**src/hdl/stack_machine_executor_top_macros.svh**
```systemverilog
// assertion macros for the stack machine executor
// used by stack_machine_executor_top.sv; expects clk and rst in scope
`ifndef STACK_MACHINE_EXECUTOR_TOP_MACROS_SVH
`define STACK_MACHINE_EXECUTOR_TOP_MACROS_SVH

// same-cycle implication, checked outside reset
`define SMX_ASSERT_SAME(lbl, ante, cons, msg) \
  lbl: assert property (@(posedge clk) disable iff (rst) (ante) |-> (cons)) else $error(msg);

// next-cycle implication, checked outside reset
`define SMX_ASSERT_NEXT(lbl, ante, cons, msg) \
  lbl: assert property (@(posedge clk) disable iff (rst) (ante) |=> (cons)) else $error(msg);

`endif

```
**src/hdl/smx_pkg.sv**
```systemverilog
// shared types and constants of the stack machine executor
// no dependencies
`default_nettype none

package smx_pkg;

  localparam int unsigned SMX_STACK_DEPTH = 256;
  localparam int unsigned SMX_WORD_W      = 32;

  // opcodes
  localparam logic [SMX_WORD_W-1:0] OP_PUSH  = 32'd1;
  localparam logic [SMX_WORD_W-1:0] OP_ADD   = 32'd2;
  localparam logic [SMX_WORD_W-1:0] OP_SUB   = 32'd3;
  localparam logic [SMX_WORD_W-1:0] OP_DIV   = 32'd4;
  localparam logic [SMX_WORD_W-1:0] OP_MUL   = 32'd5;
  localparam logic [SMX_WORD_W-1:0] OP_IN    = 32'd7;
  localparam logic [SMX_WORD_W-1:0] OP_PRINT = 32'd8;
  localparam logic [SMX_WORD_W-1:0] OP_OUT   = 32'd9;

  typedef enum logic [2:0] {
    ST_OK       = 3'd0,
    ST_PRINTED  = 3'd1,
    ST_HALTED   = 3'd2,
    ST_BADSTART = 3'd3,
    ST_UNDER    = 3'd4,
    ST_OVER     = 3'd5,
    ST_DIVZERO  = 3'd6,
    ST_IGNORED  = 3'd7
  } status_t;

  typedef enum logic [1:0] {
    PH_FIRST   = 2'd0,
    PH_LITERAL = 2'd1,
    PH_COMMAND = 2'd2,
    PH_HALT    = 2'd3
  } phase_t;

  typedef enum logic [2:0] {
    S_IDLE,
    S_DECODE,
    S_RD_TOP,
    S_EXEC,
    S_DIV,
    S_WB,
    S_FINISH
  } state_t;

  typedef struct packed {
    logic                  start;
    logic [SMX_WORD_W-1:0] num;
    logic [SMX_WORD_W-1:0] den;
  } div_req_t;

  typedef struct packed {
    logic                  done;
    logic [SMX_WORD_W-1:0] quo;
  } div_rsp_t;

  function automatic logic is_halting(input status_t st);
    return (st == ST_HALTED) || (st == ST_BADSTART) || (st == ST_UNDER) ||
           (st == ST_OVER) || (st == ST_DIVZERO);
  endfunction

endpackage

`default_nettype wire

```
**src/hdl/smx_core.sv**
```systemverilog
// sequencer of the stack machine: decode, stack memory read-modify-write, result register
// uses smx_pkg; drives smx_ram and smx_div from the top level
`default_nettype none

module smx_core
  import smx_pkg::*;
#(
  parameter int unsigned STACK_DEPTH = SMX_STACK_DEPTH,
  parameter int unsigned AW          = $clog2(STACK_DEPTH),
  parameter int unsigned CW          = $clog2(STACK_DEPTH + 1)
) (
  input  wire logic                  clk,
  input  wire logic                  rst,
  // input side
  input  wire logic                  in_valid,
  output logic                       in_ready,
  input  wire logic [SMX_WORD_W-1:0] in_word,
  input  wire logic [SMX_WORD_W-1:0] in_value,
  input  wire logic                  in_start,
  // result side
  output logic                       out_valid,
  input  wire logic                  out_ready,
  output status_t                    out_status,
  output logic      [SMX_WORD_W-1:0] out_shown,
  output logic                       out_halted,
  // stack memory
  output logic                       ram_we,
  output logic      [AW-1:0]         ram_addr,
  output logic      [SMX_WORD_W-1:0] ram_wdata,
  input  wire logic [SMX_WORD_W-1:0] ram_rdata,
  // divider
  output div_req_t                   div_req,
  input  wire div_rsp_t              div_rsp
);

  state_t                state, state_next;
  phase_t                phase;
  logic [CW-1:0]         count;
  logic [SMX_WORD_W-1:0] word;
  logic [SMX_WORD_W-1:0] inval;
  logic                  start;
  logic [SMX_WORD_W-1:0] opb;
  logic [SMX_WORD_W-1:0] res;
  status_t               status;
  logic [SMX_WORD_W-1:0] shown;

  logic          full;
  logic          fresh;
  logic          is_binop;
  logic [CW-1:0] top_idx;
  logic [CW-1:0] sec_idx;
  logic          out_free;

  assign full     = (count == CW'(STACK_DEPTH));
  assign fresh    = start || (phase == PH_FIRST);
  assign is_binop = (word == OP_ADD) || (word == OP_SUB) ||
                    (word == OP_MUL) || (word == OP_DIV);
  assign top_idx  = count - CW'(1);
  assign sec_idx  = count - CW'(2);
  assign out_free = !out_valid || out_ready;
  assign in_ready = (state == S_IDLE);

  always_ff @(posedge clk) begin
    if (rst) begin
      state <= S_IDLE;
    end else begin
      state <= state_next;
    end
  end

  // next state and memory / divider strobes
  always_comb begin
    state_next    = state;
    ram_we        = 1'b0;
    ram_addr      = count[AW-1:0];
    ram_wdata     = (phase == PH_LITERAL) ? word : inval;
    div_req.start = 1'b0;
    div_req.num   = ram_rdata;
    div_req.den   = opb;
    case (state)
      S_IDLE: begin
        if (in_valid) begin
          state_next = S_DECODE;
        end
      end
      S_DECODE: begin
        state_next = S_FINISH;
        if (!fresh && (phase == PH_LITERAL)) begin
          ram_we = !full;
        end else if (!fresh && (phase == PH_COMMAND)) begin
          if (word == OP_IN) begin
            ram_we = !full;
          end else if (is_binop && (count >= CW'(2))) begin
            ram_addr   = top_idx[AW-1:0];
            state_next = S_RD_TOP;
          end else if ((word == OP_PRINT) && (count != '0)) begin
            ram_addr   = top_idx[AW-1:0];
            state_next = S_RD_TOP;
          end
        end
      end
      S_RD_TOP: begin
        ram_addr   = sec_idx[AW-1:0];
        state_next = (word == OP_PRINT) ? S_FINISH : S_EXEC;
      end
      S_EXEC: begin
        if (word == OP_DIV) begin
          if (opb == '0) begin
            state_next = S_FINISH;
          end else begin
            div_req.start = 1'b1;
            state_next    = S_DIV;
          end
        end else begin
          state_next = S_WB;
        end
      end
      S_DIV: begin
        if (div_rsp.done) begin
          state_next = S_WB;
        end
      end
      S_WB: begin
        ram_we     = 1'b1;
        ram_addr   = sec_idx[AW-1:0];
        ram_wdata  = res;
        state_next = S_FINISH;
      end
      S_FINISH: begin
        if (out_free) begin
          state_next = S_IDLE;
        end
      end
      default: begin
        state_next = S_IDLE;
      end
    endcase
  end

  // stack pointer and phase
  always_ff @(posedge clk) begin
    if (rst) begin
      phase <= PH_FIRST;
      count <= '0;
    end else begin
      case (state)
        S_DECODE: begin
          if (fresh) begin
            count <= '0;
            if (word == OP_PUSH) begin
              phase <= PH_LITERAL;
            end
          end else if (phase == PH_LITERAL) begin
            phase <= PH_COMMAND;
            if (!full) begin
              count <= count + CW'(1);
            end
          end else if (phase == PH_COMMAND) begin
            if (word == OP_PUSH) begin
              phase <= PH_LITERAL;
            end else if ((word == OP_IN) && !full) begin
              count <= count + CW'(1);
            end
          end
        end
        S_WB: begin
          count <= top_idx;
        end
        S_FINISH: begin
          if (out_free && is_halting(status)) begin
            phase <= PH_HALT;
          end
        end
        default: begin
        end
      endcase
    end
  end

  always_ff @(posedge clk) begin
    case (state)
      S_IDLE: begin
        word  <= in_word;
        inval <= in_value;
        start <= in_start;
      end
      S_DECODE: begin
        shown  <= '0;
        status <= ST_OK;
        if (fresh) begin
          if (word != OP_PUSH) begin
            status <= ST_BADSTART;
          end
        end else if (phase == PH_HALT) begin
          status <= ST_HALTED;
        end else if (phase == PH_LITERAL) begin
          if (full) begin
            status <= ST_OVER;
          end
        end else begin
          case (word)
            OP_PUSH: status <= ST_OK;
            OP_ADD, OP_SUB, OP_MUL, OP_DIV: begin
              if (count < CW'(2)) begin
                status <= ST_UNDER;
              end
            end
            OP_IN: begin
              if (full) begin
                status <= ST_OVER;
              end
            end
            OP_PRINT: begin
              if (count == '0) begin
                status <= ST_UNDER;
              end
            end
            OP_OUT:  status <= ST_HALTED;
            default: status <= ST_IGNORED;
          endcase
        end
      end
      S_RD_TOP: begin
        opb <= ram_rdata;
        if (word == OP_PRINT) begin
          shown  <= ram_rdata;
          status <= ST_PRINTED;
        end
      end
      S_EXEC: begin
        // ram_rdata holds the second operand here
        case (word)
          OP_ADD:  res <= ram_rdata + opb;
          OP_SUB:  res <= ram_rdata - opb;
          OP_MUL:  res <= ram_rdata * opb;
          default: res <= '0;
        endcase
        if ((word == OP_DIV) && (opb == '0)) begin
          status <= ST_DIVZERO;
        end
      end
      S_DIV: begin
        if (div_rsp.done) begin
          res <= div_rsp.quo;
        end
      end
      default: begin
      end
    endcase
  end

  // result register, frees the input side while a result waits
  always_ff @(posedge clk) begin
    if (rst) begin
      out_valid <= 1'b0;
    end else if ((state == S_FINISH) && out_free) begin
      out_valid <= 1'b1;
    end else if (out_ready) begin
      out_valid <= 1'b0;
    end
  end

  always_ff @(posedge clk) begin
    if ((state == S_FINISH) && out_free) begin
      out_status <= status;
      out_shown  <= shown;
      out_halted <= is_halting(status);
    end
  end

endmodule

`default_nettype wire

```
**config.mk**
```make
export PLATFORM = sky130hd
export DESIGN_NAME = smx_core
export DESIGN_NICKNAME = d
export VERILOG_FILES = /design/src/hdl/stack_machine_executor_top_macros.svh /design/src/hdl/smx_pkg.sv /design/src/hdl/smx_core.sv
export SDC_FILE = /design/constraint.sdc
export NUM_CORES = 2
export LEC_CHECK = 0
export BUFFER_PORTS_ARGS = -buffer_cell sky130_fd_sc_hd__buf_4
export CORE_ASPECT_RATIO = 1.5
export CORE_UTILIZATION = 45
export DETAILED_ROUTE_END_ITERATION = 6
export SKIP_CTS_REPAIR_TIMING = 1
export SLEW_MARGIN = 20
export SYNTH_ARGS = -nofsm -noshare
export SYNTH_HDL_FRONTEND = slang
export SYNTH_SLANG_ARGS = --single-unit
```
**constraint.sdc**
```tcl
create_clock -name clk -period 9.95 [get_ports clk]
set_input_delay 0.995 -clock clk [delete_from_list [all_inputs] [get_ports clk]]
set_output_delay 0.995 -clock clk [all_outputs]
set_load 0.01 [all_outputs]
```
* Word-level counts from Yosys, hierarchy flattened
Cells that the tools add are included.
Cells by class: add/sub/neg operators 5, multipliers 1, divide/modulo/power cells 0, order comparisons 2, equal/unequal tests 34, shift-type cells 0, muxes and demuxes 58, bitwise gates (word level) 0, reduce and logical (&&, ||, !) cells 39
Operators with widths (number):
- 32-bit two-way mux | 4
- 32-bit case mux with 2 select lines | 2
- 32-bit by 3-bit equality test with 1-bit output (second input constant) | 3
- 32-bit case mux with 3 select lines | 1
- 32-bit by 2-bit equality test with 1-bit output (second input constant) | 2
- 32-bit by 4-bit equality test with 1-bit output (second input constant) | 2
- 3-bit two-way mux | 18
- 9-bit two-way mux | 6
- 8-bit two-way mux | 5
- 32-bit adder | 1
- 32-bit by 1-bit equality test with 1-bit output (second input constant) | 1
- 32-bit zero test | 1
- 32-bit by 32-bit multiplier with 32-bit output | 1
- 32-bit by 1-bit != test with 1-bit output (second input constant) | 1
- 32-bit subtractor | 1
- 3-bit case mux with 7 select lines | 1
- 3-bit equality test (second input constant) | 6
- 9-bit case mux with 2 select lines | 1
- 4-bit != test (second input constant) | 4
- 8-bit case mux with 2 select lines | 1
- 3-bit case mux with 5 select lines | 1
- 2-bit two-way mux | 7
- 3-bit by 2-bit equality test with 1-bit output (second input constant) | 4
- 2-bit != test (second input constant) | 6
- other kinds (27) | 59
Word-level totals: bits in registers 215, latch bits 0, memory bits (writable) 0, memory bits (read-only) 0, input port bits 134, output and inout bits 144, logic and storage cells 153, memories 0

* Logic depth before layout (Yosys ltp)
depth after elaboration 10, gate-level depth with buffers 29, mapped depth without buffers 27

* Worst setup path after synthesis
Ideal clock, no wire load.
path kind input to register, start input ram_rdata[14], end register res[31] (data pin), setup time 0.271 ns, data arrival time 7.506 ns, required time 9.679 ns, slack 2.173 ns, cell stages on the path 23, buffers on the path 2, cell sequence clkbuf_1 > clkbuf_1 > and2_1 > fa_1 > fa_1 > fa_1 > inv_1 > fa_1 > inv_1 > fa_1 > fa_1 > fa_1 > fa_1 > ha_1 > a21o_1 > a21o_1 > a2111oi_0 > o21ai_0 > a211oi_1 > a21oi_1 > xnor2_1 > a22oi_1 > a21oi_1
Between the ends: cells in the longest elaborated chain, start to end 3, elaborated cells between the ends (all ways) 5, classes of those cells add/sub: 2; mul: 1; mux: 2
RTL lines:
- from (decl) | RTL line smx_core.sv:30 | input wire logic [SMX_WORD_W-1:0] ram_rdata,
- 32-bit by 32-bit multiplier with 32-bit output (tied with other cells) | RTL line smx_core.sv:235 | OP_MUL: res <= ram_rdata * opb;
- 32-bit case mux with 3 select lines (*) | RTL line smx_core.sv:232 | case (word)
- 32-bit case mux with 2 select lines (*) | RTL line smx_core.sv:181 | case (state)
- to (signal assigned) | RTL line smx_core.sv:233 | OP_ADD: res <= ram_rdata + opb;
- to (signal assigned) | RTL line smx_core.sv:234 | OP_SUB: res <= ram_rdata - opb;
- to (signal assigned) | RTL line smx_core.sv:235
- to (decl) | RTL line smx_core.sv:43 | logic [SMX_WORD_W-1:0] res;
Mark *: on every way between the ends. The rest lies on a longest branch, timed or not. A chain may end at the register's enable or synchronous reset.

* Worst setup path in the final report
start register opb[7], end register res[30] (data pin)
Between the ends: cells in the longest elaborated chain, start to end 3, elaborated cells between the ends (all ways) 5, classes of those cells add/sub: 2; mul: 1; mux: 2
RTL lines:
- from (decl) | RTL line smx_core.sv:42 | logic [SMX_WORD_W-1:0] opb;
- from (signal assigned) | RTL line smx_core.sv:224 | opb <= ram_rdata;
- 32-bit by 32-bit multiplier with 32-bit output (tied with other cells) | RTL line smx_core.sv:235
- 32-bit case mux with 3 select lines (*) | RTL line smx_core.sv:232
- 32-bit case mux with 2 select lines (*) | RTL line smx_core.sv:181
Marks and branches as above.

==> reports/results.ini <==
[sta]
max_freq_ghz=0.124
min_period_ns=8.05
timing.hold.ws_ns=0.414
rsz0062_at_grt=false
worst_pin_slew_ns=1.21
hold_viol_final=0
final-setup-viol-count=0
drv_slew=0
fin_skew_ns=0.0337
timing.final.crit_share=0.809
maxSlewHeadroom=0.193
timing.final.ws_setup_ns=1.90
fin_setup_tns_ns=0

[global_routing]
grt_pass1_wl_mm=134
globalRouteOverflowTotal=0
grt_antenna_before_repair=3
grt_pass1_vias=22500
grt_max_degree=74
grt_usage=0.288

[worst_setup_path]
startpoint_type=register
ff2ff_setup_slack_ns=1.90
critical_path_class=reg -> reg
cp.required_ns=10.25
crit_fanout=16
cp-end-kind=register
cp_data_arrival_time_ns=8.35

[finish]
final_common_cell=fa_1
mostFrequentLayoutCells=fa_1 (409), inv_1 (404), and2_1 (338), nand2_1 (326), buf_4 (308)
area_growth_pct=12.1
final_nets=3666
drive_gt1_frac=0.128
post-route-util=0.510

[synth]
synthArstFlopShare=0
syn-num-nets=3516
synth-xor-area-share=0.0468
synth.avg_cell_area_um2=9.71
synth_cell_types=74
synth_flop_cell=edfxtp_1
synth_top_family_by_area=adder cells
synth_edf_count=200
synth-simple-area-share=0.171
yosysWarnings=0
syn_area_um2=27300
synth_compound_area_frac=0.0773
yosysSeqAreaShare=0.231
synth-adder-area-share=0.374
netlist_instances=2811
yosys_register_bits=215
synth_mux_area_frac=0.0136

[place]
post-place-ws_ns=1.73
port_buffers=277
routabilityCongestion=0.893
dp_hpwl_mm=64.3

[routing]
wl_met1_mm=34.2
routed.top_layer=met4
vias=20900
drt-wirelength-per-cell_um=23.3
routed-wl-met3_mm=6.05
drc_errors=0
drt.antenna.violating_nets=0
drtIter0Drc=1588
dr.pass1.iters=6
via_per_inst=5.56
wirelength_mm=87.9
route.met2.wl_mm=44.4

[worst_hold_path]
worstHoldPathType=reg -> reg

[clocking]
clk_path_buf_depth=3
cts_buffers=24
tritoncts=done
cts_max_level=1
clock_latency_ns=0.58
clock_sinks=215
root_buffer=clkbuf_16
clk_pin_slew_ns=0.08

[floorplanning]
start_util=0.455
die_h_um=304
std_cell_rows=110
io_pins=278
die_w_um=203
dieArea_um2=61700
coreArea_um2=60000

[flow_run]
maxCapViolations=0

[status]
outcome=complete, no violations

==> cells by family (layout without fill, tap and decap cells) <==
kind of cell,count (synthesis),count (layout)
compound gates,317,317
fa+ha+maj,571,571
other cells,0,2
simple gates,934,934
flops,215,215
buf+inv,591,759
mux,37,37
xor+xnor,146,146
==> Yosys cell counts, drive strengths merged, types with 13 or more instances <==
cell	count	area [um2]
nand2	326	1220
edfxtp	200	6010
xnor2	97	850
nand3	24	120
and2	339	2120
a221oi	25	225
dfxtp	15	300
fa	409	8190
buf	38	269
or3	13	81.3
o31ai	14	105
a21oi	85	444
o21ai	87	450
ha	162	2030
mux2i	37	370
inv	404	1520
clkbuf	148	556
nor2	144	548
xor2	49	429
nor3	26	155
a21o	20	150
==> per-stage QoR <==
stage	cell area (um2)	cells
finish	30600	3765
detailed placement	29800	3717
global route	30600	3763
floorplan	27300	2811
global placement	29800	3717
CTS	30500	3761
==> critical path, stage by stage (launching register included) <==
cell and delay, ns:
edfxtp_1 0.83, buf_4 0.38, and2_1 0.19, fa_1 0.46
fa_1 0.51, fa_1 0.51, inv_1 0.05, fa_1 0.47
inv_1 0.05, fa_1 0.50, inv_1 0.06, fa_1 0.53
inv_1 0.05, fa_1 0.39, fa_1 0.48, ha_1 0.35
a21o_1 0.19, a21o_1 0.17, a21oi_1 0.18, o31ai_1 0.10
a21oi_1 0.40, o31a_1 0.24, a21oi_1 0.10, a31oi_1 0.19
o21ai_0 0.11, o32a_1 0.30
==> final timing paths <==
check	startpoint	end	cells after the start
min	shown[15]$_SDFFCE_PN0P_	out_shown[15]$_DFFE_PP_	0
min reg2reg	shown[15]$_SDFFCE_PN0P_	out_shown[15]$_DFFE_PP_	0
max reg2reg	opb[7]$_DFFE_PP_	res[30]$_DFFE_PP_	25
max	opb[7]$_DFFE_PP_	res[30]$_DFFE_PP_	25
==> state kept, by name, summed over array words and instances, names as in the netlist <==
register	count
count	9
inval	32
opb	32
out_halted	1
out_shown	32
out_status	3
out_valid	1
phase	2
res	32
shown	32
start	1
state	3
status	3
word	32
==> per-layer routing <==
layer | vias to the layer above | global-route usage
li1 | 9191 | -
met1 | 10600 | 0.353
met2 | 921 | 0.511
met3 | 206 | 0.0391
met4 | 0 | 0.108
met5 | - | 0
==> final cells by class <==
type / count / area [um2]
antenna: 2 / 5.00
clock buffer: 27 / 612
clock inverter: 17 / 103
fill: 5583 / 29400
inverter: 405 / 1520
multi-input combinational: 2005 / 18700
sequential: 215 / 6310
tap: 784 / 981
timing repair buffer: 310 / 2360
Power is not shown: default switching activity piles up to over one toggle a cycle in this logic, so the estimate is an artifact.
