File: src/hdl/stack_machine_executor_top_macros.svh
// assertion macros for the stack machine executor
// used by stack_machine_executor_top.sv; expects clk and rst in scope
`ifndef STACK_MACHINE_EXECUTOR_TOP_MACROS_SVH
`define STACK_MACHINE_EXECUTOR_TOP_MACROS_SVH

// same-cycle implication, checked outside reset
`define SMX_ASSERT_SAME(lbl, ante, cons, msg) \
  lbl: assert property (@(posedge clk) disable iff (rst) (ante) |-> (cons)) else $error(msg);

// next-cycle implication, checked outside reset
`define SMX_ASSERT_NEXT(lbl, ante, cons, msg) \
  lbl: assert property (@(posedge clk) disable iff (rst) (ante) |=> (cons)) else $error(msg);

`endif

File: src/hdl/smx_pkg.sv
// shared types and constants of the stack machine executor
// no dependencies
`default_nettype none

package smx_pkg;

  localparam int unsigned SMX_STACK_DEPTH = 256;
  localparam int unsigned SMX_WORD_W      = 32;

  // opcodes
  localparam logic [SMX_WORD_W-1:0] OP_PUSH  = 32'd1;
  localparam logic [SMX_WORD_W-1:0] OP_ADD   = 32'd2;
  localparam logic [SMX_WORD_W-1:0] OP_SUB   = 32'd3;
  localparam logic [SMX_WORD_W-1:0] OP_DIV   = 32'd4;
  localparam logic [SMX_WORD_W-1:0] OP_MUL   = 32'd5;
  localparam logic [SMX_WORD_W-1:0] OP_IN    = 32'd7;
  localparam logic [SMX_WORD_W-1:0] OP_PRINT = 32'd8;
  localparam logic [SMX_WORD_W-1:0] OP_OUT   = 32'd9;

  typedef enum logic [2:0] {
    ST_OK       = 3'd0,
    ST_PRINTED  = 3'd1,
    ST_HALTED   = 3'd2,
    ST_BADSTART = 3'd3,
    ST_UNDER    = 3'd4,
    ST_OVER     = 3'd5,
    ST_DIVZERO  = 3'd6,
    ST_IGNORED  = 3'd7
  } status_t;

  typedef enum logic [1:0] {
    PH_FIRST   = 2'd0,
    PH_LITERAL = 2'd1,
    PH_COMMAND = 2'd2,
    PH_HALT    = 2'd3
  } phase_t;

  typedef enum logic [2:0] {
    S_IDLE,
    S_DECODE,
    S_RD_TOP,
    S_EXEC,
    S_DIV,
    S_WB,
    S_FINISH
  } state_t;

  typedef struct packed {
    logic                  start;
    logic [SMX_WORD_W-1:0] num;
    logic [SMX_WORD_W-1:0] den;
  } div_req_t;

  typedef struct packed {
    logic                  done;
    logic [SMX_WORD_W-1:0] quo;
  } div_rsp_t;

  function automatic logic is_halting(input status_t st);
    return (st == ST_HALTED) || (st == ST_BADSTART) || (st == ST_UNDER) ||
           (st == ST_OVER) || (st == ST_DIVZERO);
  endfunction

endpackage

`default_nettype wire

File: src/hdl/smx_div.sv
// signed 32-bit divider, radix 2, one quotient bit per cycle, truncates toward zero
// uses smx_pkg for the request and response structs
`default_nettype none

module smx_div
  import smx_pkg::*;
(
  input  wire logic     clk,
  input  wire logic     rst,
  input  wire div_req_t req,
  output div_rsp_t      rsp
);

  localparam int unsigned CNT_W = $clog2(SMX_WORD_W);

  logic                  busy;
  logic [CNT_W-1:0]      cnt;
  logic                  neg;
  logic                  done;
  logic [SMX_WORD_W-1:0] quo;
  logic [SMX_WORD_W-1:0] rem;
  logic [SMX_WORD_W-1:0] dvd;
  logic [SMX_WORD_W-1:0] dvs;
  logic [SMX_WORD_W:0]   shifted;
  logic [SMX_WORD_W:0]   diff;
  logic [SMX_WORD_W-1:0] rem_next;
  logic [SMX_WORD_W-1:0] dvd_next;

  assign rsp = '{done: done, quo: quo};

  always_comb begin
    shifted = {rem, dvd[SMX_WORD_W-1]};
    diff    = shifted - {1'b0, dvs};
    if (!diff[SMX_WORD_W]) begin
      rem_next = diff[SMX_WORD_W-1:0];
      dvd_next = {dvd[SMX_WORD_W-2:0], 1'b1};
    end else begin
      rem_next = shifted[SMX_WORD_W-1:0];
      dvd_next = {dvd[SMX_WORD_W-2:0], 1'b0};
    end
  end

  always_ff @(posedge clk) begin
    if (rst) begin
      busy <= 1'b0;
      cnt  <= '0;
      done <= 1'b0;
    end else begin
      done <= 1'b0;
      if (req.start) begin
        busy <= 1'b1;
        cnt  <= '0;
      end else if (busy) begin
        cnt <= cnt + 1'b1;
        if (cnt == CNT_W'(SMX_WORD_W - 1)) begin
          busy <= 1'b0;
          done <= 1'b1;
        end
      end
    end
  end

  // datapath, magnitudes in and sign fixed on the last step
  always_ff @(posedge clk) begin
    if (req.start) begin
      rem <= '0;
      dvd <= req.num[SMX_WORD_W-1] ? (~req.num + 1'b1) : req.num;
      dvs <= req.den[SMX_WORD_W-1] ? (~req.den + 1'b1) : req.den;
      neg <= req.num[SMX_WORD_W-1] ^ req.den[SMX_WORD_W-1];
    end else if (busy) begin
      rem <= rem_next;
      dvd <= dvd_next;
      if (cnt == CNT_W'(SMX_WORD_W - 1)) begin
        quo <= neg ? (~dvd_next + 1'b1) : dvd_next;
      end
    end
  end

endmodule

`default_nettype wire

File: config.mk
export PLATFORM = sky130hd
export DESIGN_NAME = smx_div
export DESIGN_NICKNAME = d
export VERILOG_FILES = /design/src/hdl/stack_machine_executor_top_macros.svh /design/src/hdl/smx_pkg.sv /design/src/hdl/smx_div.sv
export SDC_FILE = /design/constraint.sdc
export NUM_CORES = 1
export LEC_CHECK = 0
export ABC_CLOCK_PERIOD_IN_PS = 4200
export BUFFER_PORTS_ARGS = -buffer_cell sky130_fd_sc_hd__buf_2
export CAP_MARGIN = 30
export CORE_MARGIN = 5
export CORE_UTILIZATION = 49
export CTS_CLUSTER_SIZE = 28
export DETAILED_ROUTE_END_ITERATION = 6
export GPL_ROUTABILITY_DRIVEN = 0
export GPL_TIMING_DRIVEN = 0
export PLACE_DENSITY = 0.78
export SLEW_MARGIN = 25
export SYNTH_ARGS = -nofsm -noshare
export SYNTH_HDL_FRONTEND = slang
export SYNTH_SLANG_ARGS = --single-unit
File: constraint.sdc
create_clock -name clk -period 4.2 [get_ports clk]
set_input_delay 0.42 -clock clk [delete_from_list [all_inputs] [get_ports clk]]
set_output_delay 0.42 -clock clk [all_outputs]
set_load 0.05 [all_outputs]
# [Word level (Yosys, flattened, before mapping)]
# Cells that the tools add are included.
[classes] add_sub_neg=5 n_eq_ne=1 mux=11 bitwise=6 n_reduce_logical=4
[ops] cell="$mux 32" n=5
[ops] cell="$add 32x1->32 const B" n=3
[ops] cell="$not 32->32" n=3
[ops] cell="$sub 33x32->33" n=1
[ops] cell="$mux 31" n=1
[ops] cell="$add 5x1->5 const B" n=1
[ops] cell="$eq 5x5->1 const B" n=1
[ops] cell="$mux 1" n=5
[ops] cell="$reduce_and 3->1" n=1
[ops] cell="$reduce_or 3->1" n=1
[ops] cell="$not 1->1" n=2
[ops] cell="$reduce_bool 2->1" n=1
[ops] cell="$reduce_or 2->1" n=1
[ops] cell="$xor 1x1->1" n=1
[totals] regBits=136 inputBits=67 wordCells=36

# [Logic depth before layout (Yosys ltp)]
# Gate-level depths: netlist (run 1).
[depth] ltp_word=5 depth_mapped=20 depth_no_buf=19

# [Least setup slack after synthesis (run 1)]
# No wires, ideal clock.
[synth_path] kind="register -> register" from="register dvd[31]" to="register quo[24] (data pin)" arrival_ps=3849 required_time_ps=3934 path_slack_ps=85 stages_incl_launch_ff=21 path_buffers=1 cell_sequence="edfxtp_1 -> inv_1 -> ha_1 -> fa_1 -> nor2b_1 -> o31a_1 -> a21oi_1 -> o21ai_1 -> a21o_1 -> a21o_1 -> xnor2_1 -> inv_1 -> ha_1 -> nand2b_1 -> or2_1 -> or3_1 -> or2_1 -> clkbuf_1 -> or2_1 -> o41ai_1 -> xnor2_1"
[synth_between] elab_chain_len=5
[synth_lines] element="start, declared" line_no="smx_div.sv:22" source="logic [SMX_WORD_W-1:0] dvd;"
[synth_lines] element="start signal, assigned" line_no="smx_div.sv:67" source="dvd <= req.num[SMX_WORD_W-1] ? (~req.num + 1'b1) : req.num;"
[synth_lines] element="start signal, assigned" line_no="smx_div.sv:72" source="dvd <= dvd_next;"
[synth_lines] element="$sub 33x32->33" line_no="smx_div.sv:33" source="diff = shifted - {1'b0, dvs};"
[synth_lines] element="$mux 1" line_no="smx_div.sv:34" source="if (!diff[SMX_WORD_W]) begin"
[synth_lines] element="$not 32->32" line_no="smx_div.sv:74" source="quo <= neg ? (~dvd_next + 1'b1) : dvd_next;"
[synth_lines] element="$add 32x1->32" line_no="smx_div.sv:74"
[synth_lines] element="$mux 32" line_no="smx_div.sv:74"
[synth_lines] element="end signal, assigned" line_no="smx_div.sv:74"
[synth_lines] element="end, declared" line_no="smx_div.sv:20" source="logic [SMX_WORD_W-1:0] quo;"
# Every way passes these cells.
# A chain may end at the register's enable or synchronous reset.

# [Worst setup path after layout (run 1)]
[layout_path] from="register dvs[0]" to="register quo[28] (data pin)"
[layout_between] elab_chain_len=5
[layout_lines] element="start, declared" line_no="smx_div.sv:23" source="logic [SMX_WORD_W-1:0] dvs;"
[layout_lines] element="start signal, assigned" line_no="smx_div.sv:68" source="dvs <= req.den[SMX_WORD_W-1] ? (~req.den + 1'b1) : req.den;"
[layout_lines] element="$sub 33x32->33" line_no="smx_div.sv:33"
[layout_lines] element="$mux 1" line_no="smx_div.sv:34"
[layout_lines] element="$not 32->32" line_no="smx_div.sv:74"
[layout_lines] element="$add 32x1->32" line_no="smx_div.sv:74"
[layout_lines] element="$mux 32" line_no="smx_div.sv:74"
# Every way passes these cells.

==> run summary, run 1 <==
Setup ws final: 0.101 ns
Antenna diodes: 0
Worst vdd ir: 325 uV
Psw: 0.00124 W
Syn Inst Count: 892
Post-synth ARST share: 0%
Distinct cells, synth: 63
Fin cells: 1254
Largest cells by area after synthesis: edfxtp_1 33%, dfxtp_1 9.0%, xnor2_1 7.8%, ha_1 5.3%, xor2_1 4.2%
Vias: 7191
R2R depth: 18
Antenna violations before repair: 0
Leak: 3.91 nW
Sequential power share: 39.8%
Drt via density: 5.73
Layout area overhead: 17.8%
Die width: 143 um
Number of top-level pins: 100
Yosys top cell area share: 33.5%
Placed Cells: 1216
GRT Total Usage: 19.9%
Port Buffers: 99
Fmax: 244 MHz
Post-synth EDFFs: 97
CTS Buffer Depth: 2
Root Driver: clkbuf_16
First-pass GRT wire length: 32700 um
CP Class: reg2reg
Final net count: 1122
Internal reg-to-reg setup slack: 0.10 ns
Fill count: 1415
Clk Latency, worst-skew pair: 0.43 ns
Fraction of layout cells with a size suffix above 1: 17.0%
Worst-Margin Slew: 0.961 ns
Core Area: 17400 sq um
Number of synthesized register bits: 136
FF-to-FF End: quo[28]
Setup Skew: 0.0116 ns
Pwr Density: 406 nW/um^2
CTS sink count: 136
Rows: 48
Switching share of power: 29.7%
Routed WL: 20500 um
Setup WS pre-CTS: -0.692 ns
Vias in the first global route: 6706
Period utilization: 97.6%
CP Data Required Time: 4.37 ns
RSZ-0062 raised after global routing: yes
CTS tree: yes
Slew HR: 35.3%
Max cap viols: 0
Wire per inst: 16.3 um
First-pass DRT Iterations: 5
Crit path from: dvs[0]
Design internal power: 0.00293 W
Initial Util: 50.1%
Yosys Warn Count: 0
Syn avg cell area: 9.75 sq um
Post-synthesis sequential area ratio: 42.5%
Start of the worst register-to-register path: dvs[0]
Die height: 143 um
Clock share of power: 36.8%
Max Transition Viols Final: 0
H-tree lvl count: 4
Final core occ: 59.0%
CP endpoint kind: flop
Critical Path Sink: quo[28]
Grt ovf: 0
Die area: 20500 sq um
CP startpoint kind: flop
Min Tclk post-route: 4.10 ns
Min-delay worst type: in2reg
Drt initial violations: 503
Final hold viol count: 0
Comb power frac: 23.4%
Cell area after synthesis: 8700 sq um
Clk slew on worst S/H paths: 0.06 ns
Dpl hpwl: 15000 um
Cts bufs inserted: 17
# DRC: 0
Commonest non-fill, non-tap cells in the layout: 104 x buf_2, 97 x edfxtp_1, 83 x nor2_1
Top FF cell, synth: edfxtp_1
Syn nets: 997
DRT antenna net count: 0
Power Total: 0.00416 W
Cell taking the most area after synthesis: edfxtp_1
Crit path max fanout: 5
Pin count of the biggest net entering global routing: 35
Worst Path Arrival: 4.27 ns
Setup violations, final: 0
Most common cell after layout, fill and taps aside: buf_2
Status: complete, no violations
==> synth_stat cells (6+ instances only) <==
master,instances
a211oi_1,32
a21o_1,10
a21oi_1,62
a31oi_1,6
clkbuf_1,32
dfxtp_1,39
edfxtp_1,97
ha_1,37
inv_1,46
mux2i_1,31
nand2_1,44
nand2b_1,8
nand3_1,8
nand4_1,6
nor2_1,83
nor2b_1,13
nor3_1,11
nor4_1,6
o21a_1,6
o21ai_0,45
o21ai_1,7
o31ai_1,24
o41ai_1,18
or3_1,17
or4_1,12
xnor2_1,77
xor2_1,42
==> worst max-delay path, stage by stage (launching register included) <==
cell and delay, ns:
edfxtp_1 0.42, ha_2 0.21, fa_2 0.36, nor2b_2 0.13, o31a_1 0.21, a21oi_4 0.09
o21ai_2 0.19, a21o_1 0.16, a21o_1 0.20, xnor2_2 0.09, inv_2 0.09, ha_4 0.15
nand2b_4 0.05, or2_4 0.23, or3_4 0.37, or2_4 0.26, or2_4 0.29, o31ai_4 0.23
xnor2_1 0.09
==> metrics by stage <==
step | cell area (sq um) | setup TNS (ns) | hold WS, ns
floorplan | 8700 | 0 | 0.479
CTS | 10100 | 0 | 0.227
detailed placement | 9480 | -4.42 | 0.501
global route | 10200 | -0.0457 | 0.231
finish | 10200 | 0 | 0.237
global placement | 9470 | -3.70 | 0.492
==> power by group through the flow <==
stage / combinational [W] / clock [W] / sequential (W)
after floorplan: 0.000693 / 0 / 0.00165
after global placement: 0.000898 / 0 / 0.00167
after detailed placement: 0.000916 / 0 / 0.00168
after CTS: 0.000939 / 0.00154 / 0.00165
after global routing: 0.00107 / 0.00161 / 0.00167
final: 0.000974 / 0.00153 / 0.00166
==> registers in the layout, summed over array words and instances, names as in the netlist <==
| signal | count |
|---|---|
| done | 1 |
| neg | 1 |
| quo | 32 |
| cnt | 5 |
| rem | 32 |
| dvd | 32 |
| busy | 1 |
| dvs | 32 |
==> worst min-delay path by stage <==
stage / depth (start not counted) / to / from / slack (ns)
after floorplan: 2 / rem[10] / rem[10] / 0.48
after global placement: 2 / rem[24] / rem[24] / 0.49
after detailed placement: 2 / rem[25] / rem[25] / 0.50
after CTS: 1 / dvs[0] / req[0] / 0.23
after global routing: 1 / dvs[0] / req[0] / 0.23
final: 1 / dvs[0] / req[0] / 0.24
==> area by class of cell <==
| type | instances | area [sq um] | share of cell area, % |
|---|---|---|---|
| multi-input cells | 666 | 4760 | 46.5 |
| well taps | 225 | 282 | 2.75 |
| repair buffers | 108 | 563 | 5.50 |
| clock buffers | 17 | 425 | 4.15 |
| plain buffers | 42 | 175 | 1.71 |
| inverters | 46 | 173 | 1.69 |
| clock inverters | 14 | 173 | 1.69 |
| flip-flops and latches | 136 | 3690 | 36.1 |
==> routing by layer <==
metal / GRT usage, % / vias up / share of wire (%)
li1: - / 3532 / -
met1: 26.5 / 3352 / 44
met2: 33.5 / 278 / 47
met3: 3.88 / 29 / 7.9
met4: 5.10 / 0 / 1.2
met5: 0 / - / 0
==> repair_timing <==
action | 4_1_cts | 5_1_grt
cloned | 0 | 0
setup endpoints to repair | 10 | 8
buffers inserted | 4 | 5
resized for setup | 9 | 12
hold buffers | 0 | 0
pin swaps | 3 | 5
==> cell families (layout without fill, tap and decap cells) <==
| kind of cell | after synthesis | in the layout | synth area share, % |
|---|---|---|---|
| compound gates | 241 | 241 | 18.6 |
| flops | 136 | 136 | 42.5 |
| fa+ha+maj | 38 | 38 | 5.55 |
| simple gates | 236 | 236 | 13.6 |
| xor+xnor | 119 | 119 | 12.0 |
| buf+inv | 90 | 227 | 4.09 |
| mux | 32 | 32 | 3.70 |
Power figures use the tool's default switching activity.
==> run 2: changes to the inputs <==
--- a/config.mk
+++ b/config.mk
@@ -5,16 +5,17 @@
 export SDC_FILE = /design/constraint.sdc
 export NUM_CORES = 1
 export LEC_CHECK = 0
-export ABC_CLOCK_PERIOD_IN_PS = 4200
+export ABC_AREA = 0
+export ABC_CLOCK_PERIOD_IN_PS = 5000
 export BUFFER_PORTS_ARGS = -buffer_cell sky130_fd_sc_hd__buf_2
 export CAP_MARGIN = 30
 export CORE_MARGIN = 5
-export CORE_UTILIZATION = 49
+export CORE_UTILIZATION = 55
 export CTS_CLUSTER_SIZE = 28
 export DETAILED_ROUTE_END_ITERATION = 6
 export GPL_ROUTABILITY_DRIVEN = 0
 export GPL_TIMING_DRIVEN = 0
-export PLACE_DENSITY = 0.78
+export PLACE_DENSITY = 0.83
 export SLEW_MARGIN = 25
 export SYNTH_ARGS = -nofsm -noshare
 export SYNTH_HDL_FRONTEND = slang
==> constraint.sdc (replaced) <==
create_clock -name clk -period 5 [get_ports clk]
set_input_delay 0.5 -clock clk [delete_from_list [all_inputs] [get_ports clk]]
set_output_delay 0.5 -clock clk [all_outputs]
set_load 0.05 [all_outputs]
==> run 2 against run 1 <==
  * Worst setup slack gained 0.10 ns
  * Global-route usage grew 2.7 points
  * Clock skew decreased by 0.0041 ns
  * Count of clock-buffer cells in the layout is the same
  * Final cell count fell by 1.0%
  * Critical endpoint is now quo[26]
  * Largest cell class unchanged
  * Largest power group unchanged
  * Highest routed layer unchanged
==> run summary, run 2 (synthesis results as in run 1) <==
RSZ-0062 raised after global routing: no
Initial Util: 55.4% (+5.2 points)
Fin cells: 1241 (-1.0%)
Max Used Layer: met4
Setup violations, final: 0 (unchanged)
Fraction of layout cells with a size suffix above 1: 15.1% (-1.9 points)
CP Class: reg2reg
Max cap viols: 0 (unchanged)
Commonest non-fill, non-tap cells in the layout: 104 x buf_2, 97 x edfxtp_1, 83 x nor2_1
Fill count: 1239 (-12%)
Port Buffers: 99 (unchanged)
Leak: 3.84 nW (-1.9%)
GRT Total Usage: 22.6% (+2.7 points)
Worst Path Arrival: 4.97 ns (+0.70 ns)
Antenna diodes: 0 (unchanged)
Power Total: 0.00345 W (-17%)
Slew HR: 47.3% (+12 points)
Clk slew on worst S/H paths: 0.06 ns (about the same)
Crit-path cells: ha_1 -> fa_1 -> nor2b_1 -> o31a_1 -> a21oi_1 -> o21ai_2 -> a21o_1 -> a21o_1 -> xnor2_1 -> inv_1 -> ha_1 -> nand2b_1 -> or2_1 -> or3_1 -> or2_1 -> clkbuf_1 -> or2_1 -> o31ai_1 -> xnor2_1
Drt initial violations: 627 (+25%)
CP dominant cell by count: or2_1
Fmax: 208 MHz (-15%)
Final hold viol count: 0 (unchanged)
Number of top-level pins: 100 (unchanged)
Final core occ: 64.3% (+5.3 points)
Period utilization: 96.0% (-1.6 points)
CP Data Required Time: 5.17 ns (+0.80 ns)
Antenna violations before repair: 0 (unchanged)
Pwr Density: 342 nW/um^2 (-16%)
Crit path max fanout: 6 (+1)
Crit-path max cell delay: 0.42 ns (about the same)
Worst-Margin Slew: 0.790 ns (-0.171 ns)
Die width: 136 um (-5.2%)
Total negative setup slack: 0 ns (unchanged)
Drt via density: 5.88 (+2.6%)
PostCTS Resize Cnt: 0 (-9)
Die area: 18400 sq um (-10%)
Rows: 46 (-4.2%)
Total setup buffers inserted after CTS: 0 (-4)
Min Tclk post-route: 4.80 ns (+0.700 ns)
CP startpoint kind: flop
Met2 wire len: 9730 um (+0.63%)
CP endpoint kind: flop
Max Transition Viols Final: 0 (unchanged)
DRT antenna net count: 0 (unchanged)
Most common cell after layout, fill and taps aside: buf_2
Met3 Wirelength: 1570 um (-3.1%)
Setup Skew: 0.00755 ns (-0.00409 ns)
Hold_buf cts: 0 (unchanged)
Core Area: 15700 sq um (-9.5%)
Worst vdd ir: 262 uV (-19%)
Root Driver: clkbuf_16
H-tree lvl count: 4 (unchanged)
First-pass GRT wire length: 33200 um (+1.7%)
Placed Cells: 1208 (-0.66%)
Dpl hpwl: 15000 um (+0.24%)
Final net count: 1117 (-0.45%)
First-pass DRT Iterations: 6 (+1)
Clk Latency, worst-skew pair: 0.43 ns (about the same)
# DRC: 0 (unchanged)
Vias in the first global route: 6971 (+4.0%)
CTS Buffer Depth: 2 (unchanged)
Vias: 7298 (+1.5%)
Post-Route M1 WL: 8880 um (-0.79%)
Wire per inst: 16.7 um (+2.1%)
Grt ovf: 0 (unchanged)
Pin count of the biggest net entering global routing: 35 (unchanged)
Status: complete, no violations
CTS tree: yes
Min-delay worst type: in2reg
Cts bufs inserted: 17 (unchanged)
Crit-path slowest cell: edfxtp_1
Die height: 136 um (-5.2%)
Routed WL: 20700 um (+1.0%)
CTS sink count: 136 (unchanged)
Layout area overhead: 16.1%
run 2: cell types whose count changed in the layout (fill, tap and decap cells not counted), moves of 2 or more:
| cell | before | now |
|---|---|---|
| buf_4 | 10 | 1 |
| clkbuf_1 | 30 | 32 |
| clkinv_2 | 2 | 0 |
| clkinvlp_4 | 1 | 4 |
| ha_1 | 35 | 37 |
| o31ai_1 | 22 | 24 |
| o31ai_4 | 2 | 0 |
| or2_1 | 1 | 4 |
| or2_4 | 3 | 0 |
run 2: per-stage QoR:
stage	hold WS [ns]	cell area (sq um)	setup WS (ns)
after floorplan	0.479	8700	0.885
after global placement	0.493	9460	0.176
after detailed placement	0.497	9490	0.137
after CTS	0.307	10100	0.130
after global routing	0.305	10100	0.00144
final	0.311	10100	0.201
run 2: final timing paths:
check | startpoint | to | slack, ns | cells past startpoint
setup / recovery | dvs[0] | quo[26] | 0.20 | 19
hold / removal | req[0] | dvs[0] | 0.31 | 1
setup reg to reg | dvs[0] | quo[26] | 0.20 | 19
hold reg to reg | rem[25] | rem[25] | 0.50 | 2
run 2: cell type report:
cell class	count	area [sq um]	area share, %
buffer	44	183	1.81
timing repair buffer	101	528	5.23
tap	216	270	2.68
clock inverter	15	166	1.65
sequential	136	3690	36.6
inverter	46	173	1.71
clock buffer	17	425	4.21
multi-input combinational	666	4660	46.1
run 2: metal layers:
layer	track usage (%)	vias up
met3	5.20	50
met1	29.1	3404
li1	-	3525
met2	37.4	319
met5	0	-
met4	8.17	0
run 2: worst max-delay path, delay by kind of cell, from the launching register on:
family	cells	cell delay (ns)
simple gates	6	1.43
compound gates	6	1.27
fa+ha+maj	3	0.86
flops	1	0.42
buf+inv	2	0.34
xor+xnor	2	0.21
run 2: power breakdown:
group,total (W),internal (W),switching [W],leakage (nW)
Sequential,0.00139,0.00132,0.0000689,1.25
Combinational,0.000792,0.000332,0.000460,2.31
Clock,0.00127,0.000744,0.000526,0.277
Total,0.00345,0.00240,0.00105,3.84
==> run 3: changes to the inputs <==
--- a/config.mk
+++ b/config.mk
@@ -10,12 +10,13 @@
 export BUFFER_PORTS_ARGS = -buffer_cell sky130_fd_sc_hd__buf_2
 export CAP_MARGIN = 30
 export CORE_MARGIN = 5
-export CORE_UTILIZATION = 55
+export CORE_UTILIZATION = 60
 export CTS_CLUSTER_SIZE = 28
 export DETAILED_ROUTE_END_ITERATION = 6
 export GPL_ROUTABILITY_DRIVEN = 0
 export GPL_TIMING_DRIVEN = 0
-export PLACE_DENSITY = 0.83
+export PLACE_DENSITY = 0.89
+export SKIP_LAST_GASP = 1
 export SLEW_MARGIN = 25
 export SYNTH_ARGS = -nofsm -noshare
 export SYNTH_HDL_FRONTEND = slang
==> run 3 against run 2 <==
  * Combinational power hardly changed
  * Fmax up 1.2%
  * Final cell count down 2.5%
  * Worst setup slack gained 0.056 ns
  * Highest routed layer unchanged
  * Critical path type unchanged
  * Register-to-register slack better by 0.06 ns
==> run summary, run 3 (synthesis results as in run 1) <==
Status: complete, no violations
Initial Util: 60.5% (+5.2 points)
Delay-heaviest family, CP: simple AND/OR/NAND/NOR gates
Die width: 130 um (-3.9%)
Leak: 3.86 nW (+0.51%)
First-pass DRT Iterations: 5 (-1)
Clk Latency, worst-skew pair: 0.44 ns (about the same)
Dpl hpwl: 15200 um (+0.87%)
WP buf/inv: 3 (+1)
Setup Skew: 0.0113 ns (+0.00373 ns)
Crit-path cells: inv_1 -> ha_1 -> fa_1 -> nor2b_1 -> o31a_1 -> a21oi_1 -> o21ai_2 -> a21o_1 -> a21o_1 -> xnor2_1 -> inv_2 -> ha_1 -> nand2b_1 -> or2_1 -> or3_1 -> or2_1 -> clkbuf_1 -> or2_1 -> o31ai_1 -> xnor2_1
Wire per inst: 16.8 um (+1.0%)
Clk slew on worst S/H paths: 0.06 ns (about the same)
Number of top-level pins: 100 (unchanged)
Core Area: 14400 sq um (-8.6%)
Crit path max fanout: 6 (unchanged)
Final net count: 1118 (+0.090%)
DRT antenna net count: 0 (unchanged)
Slew HR: 47.9% (+0.53 points)
Sequential power share: 39.5% (-0.8 points)
CP startpoint kind: flop
CP Class: reg2reg
Antenna diodes: 0 (unchanged)
Grt ovf: 0 (unchanged)
Pwr Density: 349 nW/um^2 (+2.2%)
Max Transition Viols Final: 0 (unchanged)
Root Driver: clkbuf_16
First-pass GRT wire length: 32600 um (-1.8%)
CTS Buffer Depth: 2 (unchanged)
Comb power frac: 22.5% (-0.4 points)
Rows: 44 (-4.3%)
GRT Total Usage: 24.2% (+1.6 points)
CTS sink count: 136 (unchanged)
Psw: 0.00103 W (-2.4%)
Crit-path slowest cell: fa_1
Commonest non-fill, non-tap cells in the layout: 104 x buf_2, 97 x edfxtp_1, 83 x nor2_1
RSZ-0062 raised after global routing: no
Worst-Margin Slew: 0.782 ns (-0.00792 ns)
Vias: 7278 (-0.27%)
Fmax: 211 MHz (+1.2%)
Fraction of layout cells with a size suffix above 1: 15.3% (+0.18 points)
Design internal power: 0.00249 W (+4.0%)
Setup violations, final: 0 (unchanged)
Fin cells: 1210 (-2.5%)
# DRC: 0 (unchanged)
Routed WL: 20400 um (-1.5%)
Min Tclk post-route: 4.74 ns (-0.0564 ns)
Min-delay worst type: in2reg
Period utilization: 94.9% (-1.1 points)
Pin count of the biggest net entering global routing: 35 (unchanged)
Antenna violations before repair: 0 (unchanged)
Switching share of power: 29.2% (-1.3 points)
WHS: 0.304 ns (-0.00642 ns)
Port Buffers: 99 (unchanged)
Die height: 130 um (-3.9%)
Layout area overhead: 15.9%
Cts bufs inserted: 17 (unchanged)
Crit-path max cell delay: 0.41 ns (about the same)
Total negative setup slack: 0 ns (unchanged)
Worst Path Arrival: 4.92 ns (-0.05 ns)
Final core occ: 70.2% (+5.9 points)
Max cap viols: 0 (unchanged)
Die area: 17000 sq um (-7.7%)
H-tree lvl count: 4 (unchanged)
CP endpoint kind: flop
Vias in the first global route: 6996 (+0.36%)
CTS tree: yes
Worst vdd ir: 274 uV (+4.3%)
CP Data Required Time: 5.18 ns (about the same)
Hold_buf cts: 0 (unchanged)
Drt initial violations: 872 (+39%)
Final hold viol count: 0 (unchanged)
Most common cell after layout, fill and taps aside: buf_2
Clock share of power: 38.0% (+1.2 points)
CP dominant cell by count: or2_1
Placed Cells: 1175 (-2.7%)
Drt via density: 6.01 (+2.3%)
## run 3: changes by cell type in the layout (fill, tap and decap cells not counted), sizes merged
cell      before  now
buf          112  113
clkinv         3    4
bufinv         2    4
clkinvlp       4    3
clkbuf        50   51
inv           52   49
## run 3: power by group through the flow
stage	logic, W	clock network [W]	registers, W
global placement	0.000742	0	0.00141
detailed placement	0.000770	0	0.00141
finish	0.000793	0.00134	0.00139
global route	0.000876	0.00140	0.00140
CTS	0.000779	0.00135	0.00139
floorplan	0.000582	0	0.00139
## run 3: metal layers
metal,wire (um),global-route usage (%),vias to the layer above
met5,0,0,-
met4,680,10.8,0
met3,1560,4.84,55
met2,9780,40.7,299
met1,8350,30.2,3414
li1,-,-,3510
## run 3: layout make-up
class / count / area [sq um]
Buffer: 44 / 183
Multi-Input combinational cell: 666 / 4660
Clock inverter: 14 / 196
Fill cell: 1051 / 4290
Clock buffer: 18 / 429
Sequential cell: 136 / 3690
Timing Repair Buffer: 102 / 515
Tap cell: 184 / 230
Inverter: 46 / 173
## run 3: worst register-to-register path: cells and delay by family, from the launching register on
kind            cells  cell delay, ns
compound gates      6            1.32
xor+xnor            2            0.21
fa+ha+maj           3            0.83
buf+inv             3            0.38
flops               1            0.35
simple gates        6            1.41
## run 3: through the flow
stage / total power [W] / worst slack [ns] / area (sq um)
6_report: 0.00352 / 0.257 / 10100
5_1_grt: 0.00367 / 0.0235 / 10100
4_1_cts: 0.00351 / 0.0762 / 10000
3_5_place_dp: 0.00218 / 0.0856 / 9420
3_3_place_gp: 0.00215 / 0.181 / 9420
2_1_floorplan: 0.00197 / 0.885 / 8700
## run 3: worst paths after layout
kind | startpoint | to | slack (ns) | cells after the start
setup reg to reg | dvd[31] | quo[28] | 0.26 | 20
hold reg to reg | rem[27] | rem[27] | 0.51 | 2
hold / removal | req[0] | dvs[0] | 0.30 | 1
setup / recovery | dvd[31] | quo[28] | 0.26 | 20
## run 3: what timing repair did
action,4_1_cts,5_1_grt
hold endpoints to repair,0,0
setup endpoints to repair,0,5
buffers inserted,0,2
resized for setup,0,3
